$ cat config.mk
export PLATFORM = sky130hd
export DESIGN_NAME = ultrasonic_range_controller_unit
export DESIGN_NICKNAME = d
export VERILOG_FILES = /design/src/rtl/core/urc_pkg.sv /design/src/rtl/core/ultrasonic_range_controller_unit.sv
export SDC_FILE = /design/constraint.sdc
export NUM_CORES = 1
export LEC_CHECK = 0
export ABC_CLOCK_PERIOD_IN_PS = 6600
export BUFFER_PORTS_ARGS = -buffer_cell sky130_fd_sc_hd__buf_2
export CAP_MARGIN = 20
export CORE_ASPECT_RATIO = 0.8
export CORE_MARGIN = 5
export CORE_UTILIZATION = 45
export CTS_BUF_LIST = sky130_fd_sc_hd__clkbuf_4 sky130_fd_sc_hd__clkbuf_8
export DETAILED_ROUTE_END_ITERATION = 10
export SETUP_SLACK_MARGIN = 0.2
export SLEW_MARGIN = 5
export SYNTH_ARGS = -nofsm -noshare
export SYNTH_HDL_FRONTEND = slang
export SYNTH_SLANG_ARGS = --single-unit
$ cat constraint.sdc
create_clock -name aclk -period 6.6 [get_ports aclk]
set_input_delay 1.32 -clock aclk [delete_from_list [all_inputs] [get_ports aclk]]
set_output_delay 1.32 -clock aclk [all_outputs]
set_load 0.1 [all_outputs]
$ cat src/rtl/core/urc_pkg.sv
// ----------------------------------------------------------------------------
// Ultrasonic range controller package
// Shared types, widths, reset values and helper functions.
// ----------------------------------------------------------------------------
package urc_pkg;

    // Width of the microsecond phase and echo counter.
    localparam int TIMER_BITS = 16;
    localparam int CNT_W      = TIMER_BITS;

    // Configuration and result field widths.
    localparam int CFG_W      = 16;
    localparam int WIDTH_W    = 16;
    localparam int DIST_W     = 24;
    localparam int CFG_IDX_W  = 2;

    // Stream widths.
    localparam int S_TDATA_W  = 8;
    localparam int M_FIELD_W  = 4 + WIDTH_W + DIST_W;
    localparam int M_TDATA_W  = ((M_FIELD_W + 7) / 8) * 8;
    localparam int M_PAD_W    = M_TDATA_W - M_FIELD_W;

    // Speed of sound in micrometres per microsecond, doubled path.
    localparam int SOUND_UM   = 343;
    localparam int PROD_W     = WIDTH_W + 9;

    // Configuration register indexes.
    localparam logic [CFG_IDX_W-1:0] CFG_TRIG_LOW  = 2'd0;
    localparam logic [CFG_IDX_W-1:0] CFG_TRIG_HIGH = 2'd1;
    localparam logic [CFG_IDX_W-1:0] CFG_TIMEOUT   = 2'd2;

    // Configuration reset values.
    localparam logic [CFG_W-1:0] TRIG_LOW_RST  = 16'd3;
    localparam logic [CFG_W-1:0] TRIG_HIGH_RST = 16'd10;
    localparam logic [CFG_W-1:0] TIMEOUT_RST   = 16'd65000;

    // Limit capping: the timer cannot hold more than its all-ones value.
    localparam int CAP_W = (TIMER_BITS > CFG_W) ? TIMER_BITS : CFG_W;
    localparam logic [CAP_W-1:0] TIMER_MAX = {CAP_W{1'b1}} >> (CAP_W - TIMER_BITS);

    // Measurement phases.
    typedef enum logic [2:0] {
        PH_IDLE = 3'd0,
        PH_LOW  = 3'd1,
        PH_HIGH = 3'd2,
        PH_WAIT = 3'd3,
        PH_MEAS = 3'd4
    } phase_t;

    // Caps a configured limit to the timer range.
    function automatic logic [CNT_W-1:0] cap_limit(input logic [CFG_W-1:0] v);
        logic [CAP_W-1:0] v_ext;
        logic [CAP_W-1:0] r;
        v_ext = CAP_W'(v);
        r     = (v_ext > TIMER_MAX) ? TIMER_MAX : v_ext;
        return CNT_W'(r);
    endfunction

    // A zero limit acts as one.
    function automatic logic [CFG_W-1:0] at_least_one(input logic [CFG_W-1:0] v);
        return (v == '0) ? CFG_W'(1) : v;
    endfunction

endpackage

$ cat src/rtl/core/ultrasonic_range_controller_unit.sv
// ----------------------------------------------------------------------------
// Ultrasonic range controller
// Trigger pulse generator and echo timer, one microsecond tick per transaction.
// ----------------------------------------------------------------------------
// Channel  | Direction | Contents
// s_axis   | in        | tdata[0] start_req, tdata[1] echo
// m_axis   | out       | trigger, busy, done, timeout, echo width, distance
// cfg      | in        | cfg_index selects trig_low, trig_high or timeout
//
// One tick transaction is taken per clock; its result is ready in the next cycle.
// The state update and the 16 x 9 distance product sit between the state
// registers and the result register, so nothing limits the rate but m_tready.
// A held result stalls input only while m_tready is low.
// aresetn is synchronous and active low; configuration returns to 3, 10, 65000.
// ----------------------------------------------------------------------------
module ultrasonic_range_controller_unit
    import urc_pkg::*;
(
    input  logic                  aclk,
    input  logic                  aresetn,
    // Tick input: [0] start_req, [1] echo, [7:2] zero
    input  logic                  s_tvalid,
    output logic                  s_tready,
    input  logic [S_TDATA_W-1:0]  s_tdata,
    // Result: [0] trigger, [1] busy_res, [2] done_res, [3] timed_out,
    // [19:4] echo_width_us, [43:20] distance_um, [47:44] zero
    output logic                  m_tvalid,
    input  logic                  m_tready,
    output logic [M_TDATA_W-1:0]  m_tdata,
    // Configuration write channel
    input  logic                  cfg_valid,
    output logic                  cfg_ready,
    input  logic [CFG_IDX_W-1:0]  cfg_index,
    input  logic [CFG_W-1:0]      cfg_data
);

    logic [CFG_W-1:0]   trig_low_reg;
    logic [CFG_W-1:0]   trig_high_reg;
    logic [CFG_W-1:0]   timeout_reg;

    phase_t             phase_reg, phase_next;
    logic [CNT_W-1:0]   count_reg, count_next;
    logic               echo_last_reg;
    logic [WIDTH_W-1:0] width_reg, width_next;
    logic [DIST_W-1:0]  dist_reg, dist_next;
    logic               tmo_reg, tmo_next;
    logic               done_next;

    logic               m_tvalid_reg;
    logic [M_TDATA_W-1:0] m_tdata_reg;

    logic               s_accept;
    logic               start_req;
    logic               echo;
    logic               rise;
    logic [CNT_W-1:0]   lo_lim, hi_lim, to_lim;
    logic [WIDTH_W-1:0] fin_width;
    logic [PROD_W-1:0]  prod;

    assign start_req = s_tdata[0];
    assign echo      = s_tdata[1];
    assign rise      = echo & ~echo_last_reg;

    // The result register parts the two sides; it is refilled as it drains.
    assign s_tready  = ~m_tvalid_reg | m_tready;
    assign s_accept  = s_tvalid & s_tready;
    assign cfg_ready = 1'b1;

    assign lo_lim = cap_limit(trig_low_reg);
    assign hi_lim = cap_limit(at_least_one(trig_high_reg));
    assign to_lim = cap_limit(at_least_one(timeout_reg));

    // Width reported on completion and its round-trip path in micrometres.
    assign fin_width = WIDTH_W'(count_reg);
    assign prod      = PROD_W'(fin_width) * PROD_W'(SOUND_UM);

    // Configuration registers; writes to unused indexes are dropped.
    always_ff @(posedge aclk) begin
        if (!aresetn) begin
            trig_low_reg  <= TRIG_LOW_RST;
            trig_high_reg <= TRIG_HIGH_RST;
            timeout_reg   <= TIMEOUT_RST;
        end else if (cfg_valid && cfg_ready) begin
            case (cfg_index)
                CFG_TRIG_LOW:  trig_low_reg  <= cfg_data;
                CFG_TRIG_HIGH: trig_high_reg <= cfg_data;
                CFG_TIMEOUT:   timeout_reg   <= cfg_data;
                default:       ;
            endcase
        end
    end

    // Next phase, counter and held measurement for one tick.
    always_comb begin
        phase_next = phase_reg;
        count_next = count_reg;
        width_next = width_reg;
        dist_next  = dist_reg;
        tmo_next   = tmo_reg;
        done_next  = 1'b0;
        case (phase_reg)
            PH_IDLE: begin
                if (start_req) begin
                    phase_next = (lo_lim == '0) ? PH_HIGH : PH_LOW;
                    count_next = CNT_W'(1);
                end
            end
            PH_LOW: begin
                if (count_reg >= lo_lim) begin
                    phase_next = PH_HIGH;
                    count_next = CNT_W'(1);
                end else begin
                    count_next = count_reg + 1'b1;
                end
            end
            PH_HIGH: begin
                if (count_reg >= hi_lim) begin
                    phase_next = PH_WAIT;
                    count_next = '0;
                end else begin
                    count_next = count_reg + 1'b1;
                end
            end
            PH_WAIT: begin
                if (rise) begin
                    phase_next = PH_MEAS;
                    count_next = CNT_W'(1);
                end
            end
            PH_MEAS: begin
                if (!echo || (count_reg >= to_lim)) begin
                    phase_next = PH_IDLE;
                    count_next = '0;
                    width_next = fin_width;
                    dist_next  = prod[DIST_W:1];
                    tmo_next   = echo;
                    done_next  = 1'b1;
                end else begin
                    count_next = count_reg + 1'b1;
                end
            end
            default: begin
                phase_next = PH_IDLE;
                count_next = '0;
            end
        endcase
    end

    // State update on each accepted tick.
    always_ff @(posedge aclk) begin
        if (!aresetn) begin
            phase_reg     <= PH_IDLE;
            count_reg     <= '0;
            echo_last_reg <= 1'b0;
            width_reg     <= '0;
            dist_reg      <= '0;
            tmo_reg       <= 1'b0;
        end else if (s_accept) begin
            phase_reg     <= phase_next;
            count_reg     <= count_next;
            echo_last_reg <= echo;
            width_reg     <= width_next;
            dist_reg      <= dist_next;
            tmo_reg       <= tmo_next;
        end
    end

    // Result register valid flag.
    always_ff @(posedge aclk) begin
        if (!aresetn) begin
            m_tvalid_reg <= 1'b0;
        end else if (s_accept) begin
            m_tvalid_reg <= 1'b1;
        end else if (m_tready) begin
            m_tvalid_reg <= 1'b0;
        end
    end

    // Result payload, showing the state after the tick.
    always_ff @(posedge aclk) begin
        if (s_accept) begin
            m_tdata_reg <= {{M_PAD_W{1'b0}}, dist_next, width_next, tmo_next, done_next,
                            (phase_next != PH_IDLE), (phase_next == PH_HIGH)};
        end
    end

    assign m_tvalid = m_tvalid_reg;
    assign m_tdata  = m_tdata_reg;

endmodule

After elaboration in Yosys (flattened, before gate mapping)
Index checks and enable logic that the tools add are counted.
Widths: inputs -> output; s select.
{"block": "word_totals", "inputBits": 31, "reg_bits": 154, "out_inout_bits": 51, "wordCells": 74}
{"block": "classes", "addsub": 1, "n_mul": 1, "n_bitwise": 5, "order_cmp": 6, "n_eq_ne": 9, "n_reduce_logical": 13, "mux": 27}
{"operator": "$mux 16", "n": 12}
{"operator": "$pmux 16 s5", "n": 1}
{"operator": "$ge 16x16->1", "n": 3}
{"operator": "$gt 16x16->1 const B", "n": 3}
{"operator": "$logic_not 16->1", "n": 3}
{"operator": "$mux 24", "n": 2}
{"operator": "$mul 16x9->25 const B", "n": 1}
{"operator": "$add 16x1->16 const B", "n": 1}
{"operator": "$mux 3", "n": 5}
{"operator": "$pmux 3 s5", "n": 1}
{"operator": "$eq 3x2->1 const B", "n": 3}
{"operator": "$reduce_and 2->1", "n": 3}
{"operator": "$mux 1", "n": 5}
{"operator": "$ne 2x2->1 const B", "n": 2}
{"operator": "$eq 3x1->1 const B", "n": 1}
{"operator": "$eq 3x3->1 const B", "n": 1}
{"operator": "$logic_not 3->1", "n": 1}
{"operator": "$reduce_and 3->1", "n": 1}
{"operator": "$reduce_bool 3->1", "n": 1}
{"operator": "$and 1x1->1", "n": 2}
{"operator": "$eq 2x1->1 const B", "n": 1}
{"operator": "$eq 2x2->1 const B", "n": 1}
{"operator": "$logic_not 2->1", "n": 1}
{"operator": "$mux 2", "n": 1}
{"operator": "other kinds (5)", "n": 6}

Longest topological paths before layout
{"block": "depth", "depth_word": 9, "ltp_mapped": 16, "depth_no_buf": 16}

Worst setup path before layout
OpenSTA, ideal clock, no wires.
{"block": "synth_path", "path_type": "flip-flop to flip-flop", "start": "register count_reg[6]", "end": "register m_tdata_reg[42] (netlist: m_tdata[42]), data pin", "required_ns": 6.340, "synth_period_minus_slack_ns": 4.558, "arrival_ns": 4.298, "path_buffers": 0, "slack_ns": 2.042, "setup_time_ns": 0.260, "stages_incl_launch_ff": 15, "cell_sequence": "dfxtp_1 > ha_1 > fa_1 > fa_1 > inv_1 > fa_1 > inv_1 > ha_1 > a21oi_1 > o21ai_0 > nor3_1 > a21oi_1 > o41a_1 > xor2_1 > mux2_2"}
{"block": "synth_between", "elab_chain_cells": 4, "word_cells_on_any_way": 5, "classes_between": "mul (1); order compare (1); mux (2); reduce/logical (1)"}
{"element": "from (decl)", "line": "ultrasonic_range_controller_unit.sv:42", "text": "logic [CNT_W-1:0] count_reg, count_next;"}
{"element": "from (signal assigned)", "line": "ultrasonic_range_controller_unit.sv:160", "text": "count_reg <= count_next;"}
{"element": "parallel branches: the longest is 2 deep, another holds $mul 16x9->25"}
{"element": "$mux 24 *", "line": "ultrasonic_range_controller_unit.sv:131", "text": "if (!echo || (count_reg >= to_lim)) begin"}
{"element": "$mux 24 *", "line": "ultrasonic_range_controller_unit.sv:101", "text": "case (phase_reg)"}
{"element": "via dist_next[22]", "line": "ultrasonic_range_controller_unit.sv:45", "text": "logic [DIST_W-1:0] dist_reg, dist_next;"}
{"element": "to (signal assigned)", "line": "ultrasonic_range_controller_unit.sv:182", "text": "m_tdata_reg <= {{M_PAD_W{1'b0}}, dist_next, width_next, tmo_next, done_next,"}
{"element": "to (decl)", "line": "ultrasonic_range_controller_unit.sv:50", "text": "logic [M_TDATA_W-1:0] m_tdata_reg;"}
Mark *: on every way through the listed nets, which the timed path passes.
A chain may end at the register's enable or synchronous reset.

Final worst setup path
{"block": "layout_path", "start": "register count_reg[3]", "end": "register m_tdata_reg[43] (netlist: m_tdata[43]), data pin"}
The elaborated chain is that of the path after synthesis.

==> impl_metrics.py <==
metrics = {
    "outcome": {
        "outcome": "finished clean",
    },
    "detailed_routing": {
        "first_pass_iters": 5,
        "drt-initial-drc-count": 568,
        "drc_errors": 0,
        "totalWireLength_um": 25600,
        "via_per_inst": 5.42,
        "via_count": 8375,
        "wl_per_cell_um": 16.5,
        "ant_nets": 0,
    },
    "cells_and_area": {
        "area_growth_pct": 9.91,
        "largest_reg_flops": 44,
        "diodes": 0,
        "final_cells": 1545,
        "nNetsFinal": 1429,
        "final.fill_count": 2271,
        "drive_above_1_share_pct": 16.2,
        "final_util_pct": 50.0,
        "postLayoutCellArea_sq_mm": 0.0121,
    },
    "yosys": {
        "synth_compound_area_share_pct": 18.1,
        "synth_top_area_share_pct": 20.0,
        "synth_common_cells": "inv_1 (157), ha_1 (131), nand2_1 (117), dfxtp_1 (110), a21oi_1 (74)",
        "synth.distinct_cells": 76,
        "synth_area_leaders": "dfxtp_1 (20%), ha_1 (15%), edfxtp_1 (12%), fa_1 (9.6%), inv_1 (5.4%)",
        "synth_top_cell_by_area": "dfxtp_1",
        "ys_async_sr_fraction_pct": 0,
        "yosys.area_share.simple_pct": 11.8,
        "yosysSeqAreaShare_pct": 32.0,
        "yosysWarnings": 0,
        "synth-seq-cells": 154,
        "yosys_most_used_dff": "dfxtp_1",
        "synth_edf_count": 44,
        "synthAdderAreaFrac_pct": 24.5,
        "syn-cell-area_sq_mm": 0.0110,
        "netlist_instances": 1150,
        "synth_mux_area_share_pct": 4.33,
        "synth_top_family_by_area": "adder cells",
        "synth_xor_area_share_pct": 1.35,
        "avgSynthCellArea_sq_um": 9.57,
        "yosysMostFrequentCell": "inv_1",
    },
    "floorplanning": {
        "num_rows": 51,
        "io_pins": 82,
        "start_util_pct": 45.5,
        "core-area_sq_mm": 0.0242,
        "die_y_um": 150,
        "dieWidth_um": 185,
        "die-area_sq_mm": 0.0277,
    },
    "setup_path": {
        "start_kind": "flip-flop",
        "cp.required_ns": 6.82,
        "rrSetupSlack_ns": 1.25,
        "crit_top_cell": "fa_1",
        "r2r_start": "count_reg[3]$_SDFFE_PN0P_",
        "cp_max_fo": 12,
        "crit_type": "reg -> reg",
        "arrival_ns": 5.57,
        "slowest_delay_ns": 0.81,
        "crit_slowest_cell": "dfxtp_1",
        "critPathCaptureType": "flip-flop",
        "path_cells": "ha_1, fa_1, fa_1, inv_1, fa_1, inv_1, ha_1, nand2_1, nor3b_1, o311ai_2, a211oi_1, nor3_1, xnor2_1, mux2_2",
        "r2r_end": "m_tdata[43]$_DFFE_PP_",
        "rr_worst_depth": 14,
    },
    "worst_hold_path": {
        "min-delay-start": "trig_low_reg[10]$_SDFFE_PN0P_",
        "min_path_type": "reg -> reg",
        "hold_end": "trig_low_reg[10]$_SDFFE_PN0P_",
        "min_path_cells": 2,
    },
    "clock_tree": {
        "postCtsSetupBuffers": 0,
        "cts.sinks": 154,
        "cts_tree": "done",
        "cts-root-buf": "clkbuf_8",
        "cts-buffers-inserted": 17,
        "h-tree-depth": 4,
        "clk_pin_slew_ns": 0.10,
        "cts_resized": 0,
        "ctsHoldBuffers": 0,
        "clk_latency_ns": 0.47,
        "cts_buffer_depth": 2,
    },
    "timing": {
        "setup_viol": 0,
        "rsz0062_at_grt": "false",
        "worst_pin_slew_ns": 0.951,
        "slew_headroom_pct": 36.3,
        "clock_skew_ns": 0.0172,
        "setup_tns_ns": 0,
        "timing.fmax_mhz": 187,
        "post-route-min-period_ns": 5.35,
        "final_max_slew_viol_count": 0,
        "period_share_pct": 81.1,
        "finalHoldViolCount": 0,
    },
    "global_routing": {
        "grt_pass1_vias": 7690,
        "grt_max_degree": 78,
        "grt_pass1_wl_um": 40800,
        "antenna_found_initial": 0,
        "track_usage_pct": 18.5,
        "gr-total-overflow": 0,
    },
    "placed_design": {
        "hpwl_um": 18600,
        "gp_congestion": 0.862,
        "io_buffers": 70,
        "dpl-instance-area_sq_mm": 0.0117,
        "dpl.cell_count": 1512,
    },
    "pwr": {
        "power_frac_comb_pct": 16.1,
        "seq_power_share_pct": 47.8,
        "p_clk_share_pct": 36.1,
        "p_leak_nw": 5.70,
        "power_density_mw_per_mm2": 179,
        "p_sw_share_pct": 34.1,
        "peakVddDrop_uv": 109,
        "p_sw_w": 0.000740,
        "p_int_w": 0.00143,
    },
    "flow_run": {
        "cap_violations": 0,
    },
}
[kinds of logic after synthesis]
group | count (synthesis)
and+or+nand+nor | 268
xor gates and xnor gates | 17
DFF | 154
AOI/OAI and AO/OA | 278
muxes | 41
adders and majority gates | 184
other | 2
buffers and inverters | 206
[layer usage]
layer | wire length, um | global-route usage [%] | vias to the layer above
met1 | 13100 | 27.9 | 4056
met2 | 11100 | 27.7 | 154
li1 | - | - | 4149
met5 | 0 | 0 | -
met3 | 1080 | 3.11 | 16
met4 | 230 | 3.93 | 0
[placed cells by master (no fill, tap or decap), types with 19 or more instances in the layout]
cell type	n
o21ba_2	22
buf_4	21
nor2_1	38
o21ai_0	46
nand2_1	117
fa_1	53
nand3_1	19
mux2_2	29
ha_1	131
buf_2	70
a21oi_1	74
inv_1	156
edfxtp_1	44
dfxtp_1	110
[worst max-delay path by stage]
stage                              start                     to  cells past startpoint  slack, ns
3_5_place_dp   count_reg[3]$_SDFFE_PN0P_  m_tdata[43]$_DFFE_PP_                     14       1.31
3_3_place_gp   count_reg[3]$_SDFFE_PN0P_  m_tdata[43]$_DFFE_PP_                     14       1.31
2_1_floorplan  count_reg[6]$_SDFFE_PN0P_  m_tdata[42]$_DFFE_PP_                     14       2.04
4_1_cts        count_reg[3]$_SDFFE_PN0P_  m_tdata[43]$_DFFE_PP_                     14       1.26
5_1_grt        count_reg[3]$_SDFFE_PN0P_  m_tdata[43]$_DFFE_PP_                     14       0.92
6_report       count_reg[3]$_SDFFE_PN0P_  m_tdata[43]$_DFFE_PP_                     14       1.25
[worst max-delay path, delay by kind of cell, from the launching register on]
| kind | cells | cell delay [ns] |
|---|---|---|
| adders and majority gates | 5 | 2.33 |
| DFF | 1 | 0.81 |
| AOI/OAI and AO/OA | 2 | 0.79 |
| and+or+nand+nor | 3 | 0.69 |
| muxes | 1 | 0.26 |
| xor gates and xnor gates | 1 | 0.14 |
| buffers and inverters | 2 | 0.09 |
[layout make-up]
| cell class | instances | area (sq um) | share of cell area (%) |
|---|---|---|---|
| multi-input combinational | 793 | 6650 | 55.0 |
| clock inverter | 15 | 191 | 1.58 |
| inverter | 157 | 589 | 4.87 |
| tap | 318 | 398 | 3.29 |
| sequential | 154 | 3520 | 29.1 |
| timing repair buffer | 91 | 508 | 4.20 |
| clock buffer | 17 | 234 | 1.94 |
[stage by stage]
stage	total power [W]	hold slack, ns	setup WS (ns)
after detailed placement	0.00141	0.448	1.31
after global routing	0.00225	0.485	0.921
after CTS	0.00220	0.461	1.26
final	0.00217	0.460	1.25
after global placement	0.00140	0.442	1.31
after floorplan	0.00134	0.436	2.04
[power by group through the flow]
stage	logic, W	registers [W]	clock network [W]
4_1_cts	0.000349	0.00104	0.000808
5_1_grt	0.000372	0.00104	0.000835
6_report	0.000349	0.00104	0.000783
3_5_place_dp	0.000348	0.00106	0
3_3_place_gp	0.000345	0.00106	0
2_1_floorplan	0.000155	0.00119	0
(Power assumes the default switching activity.)
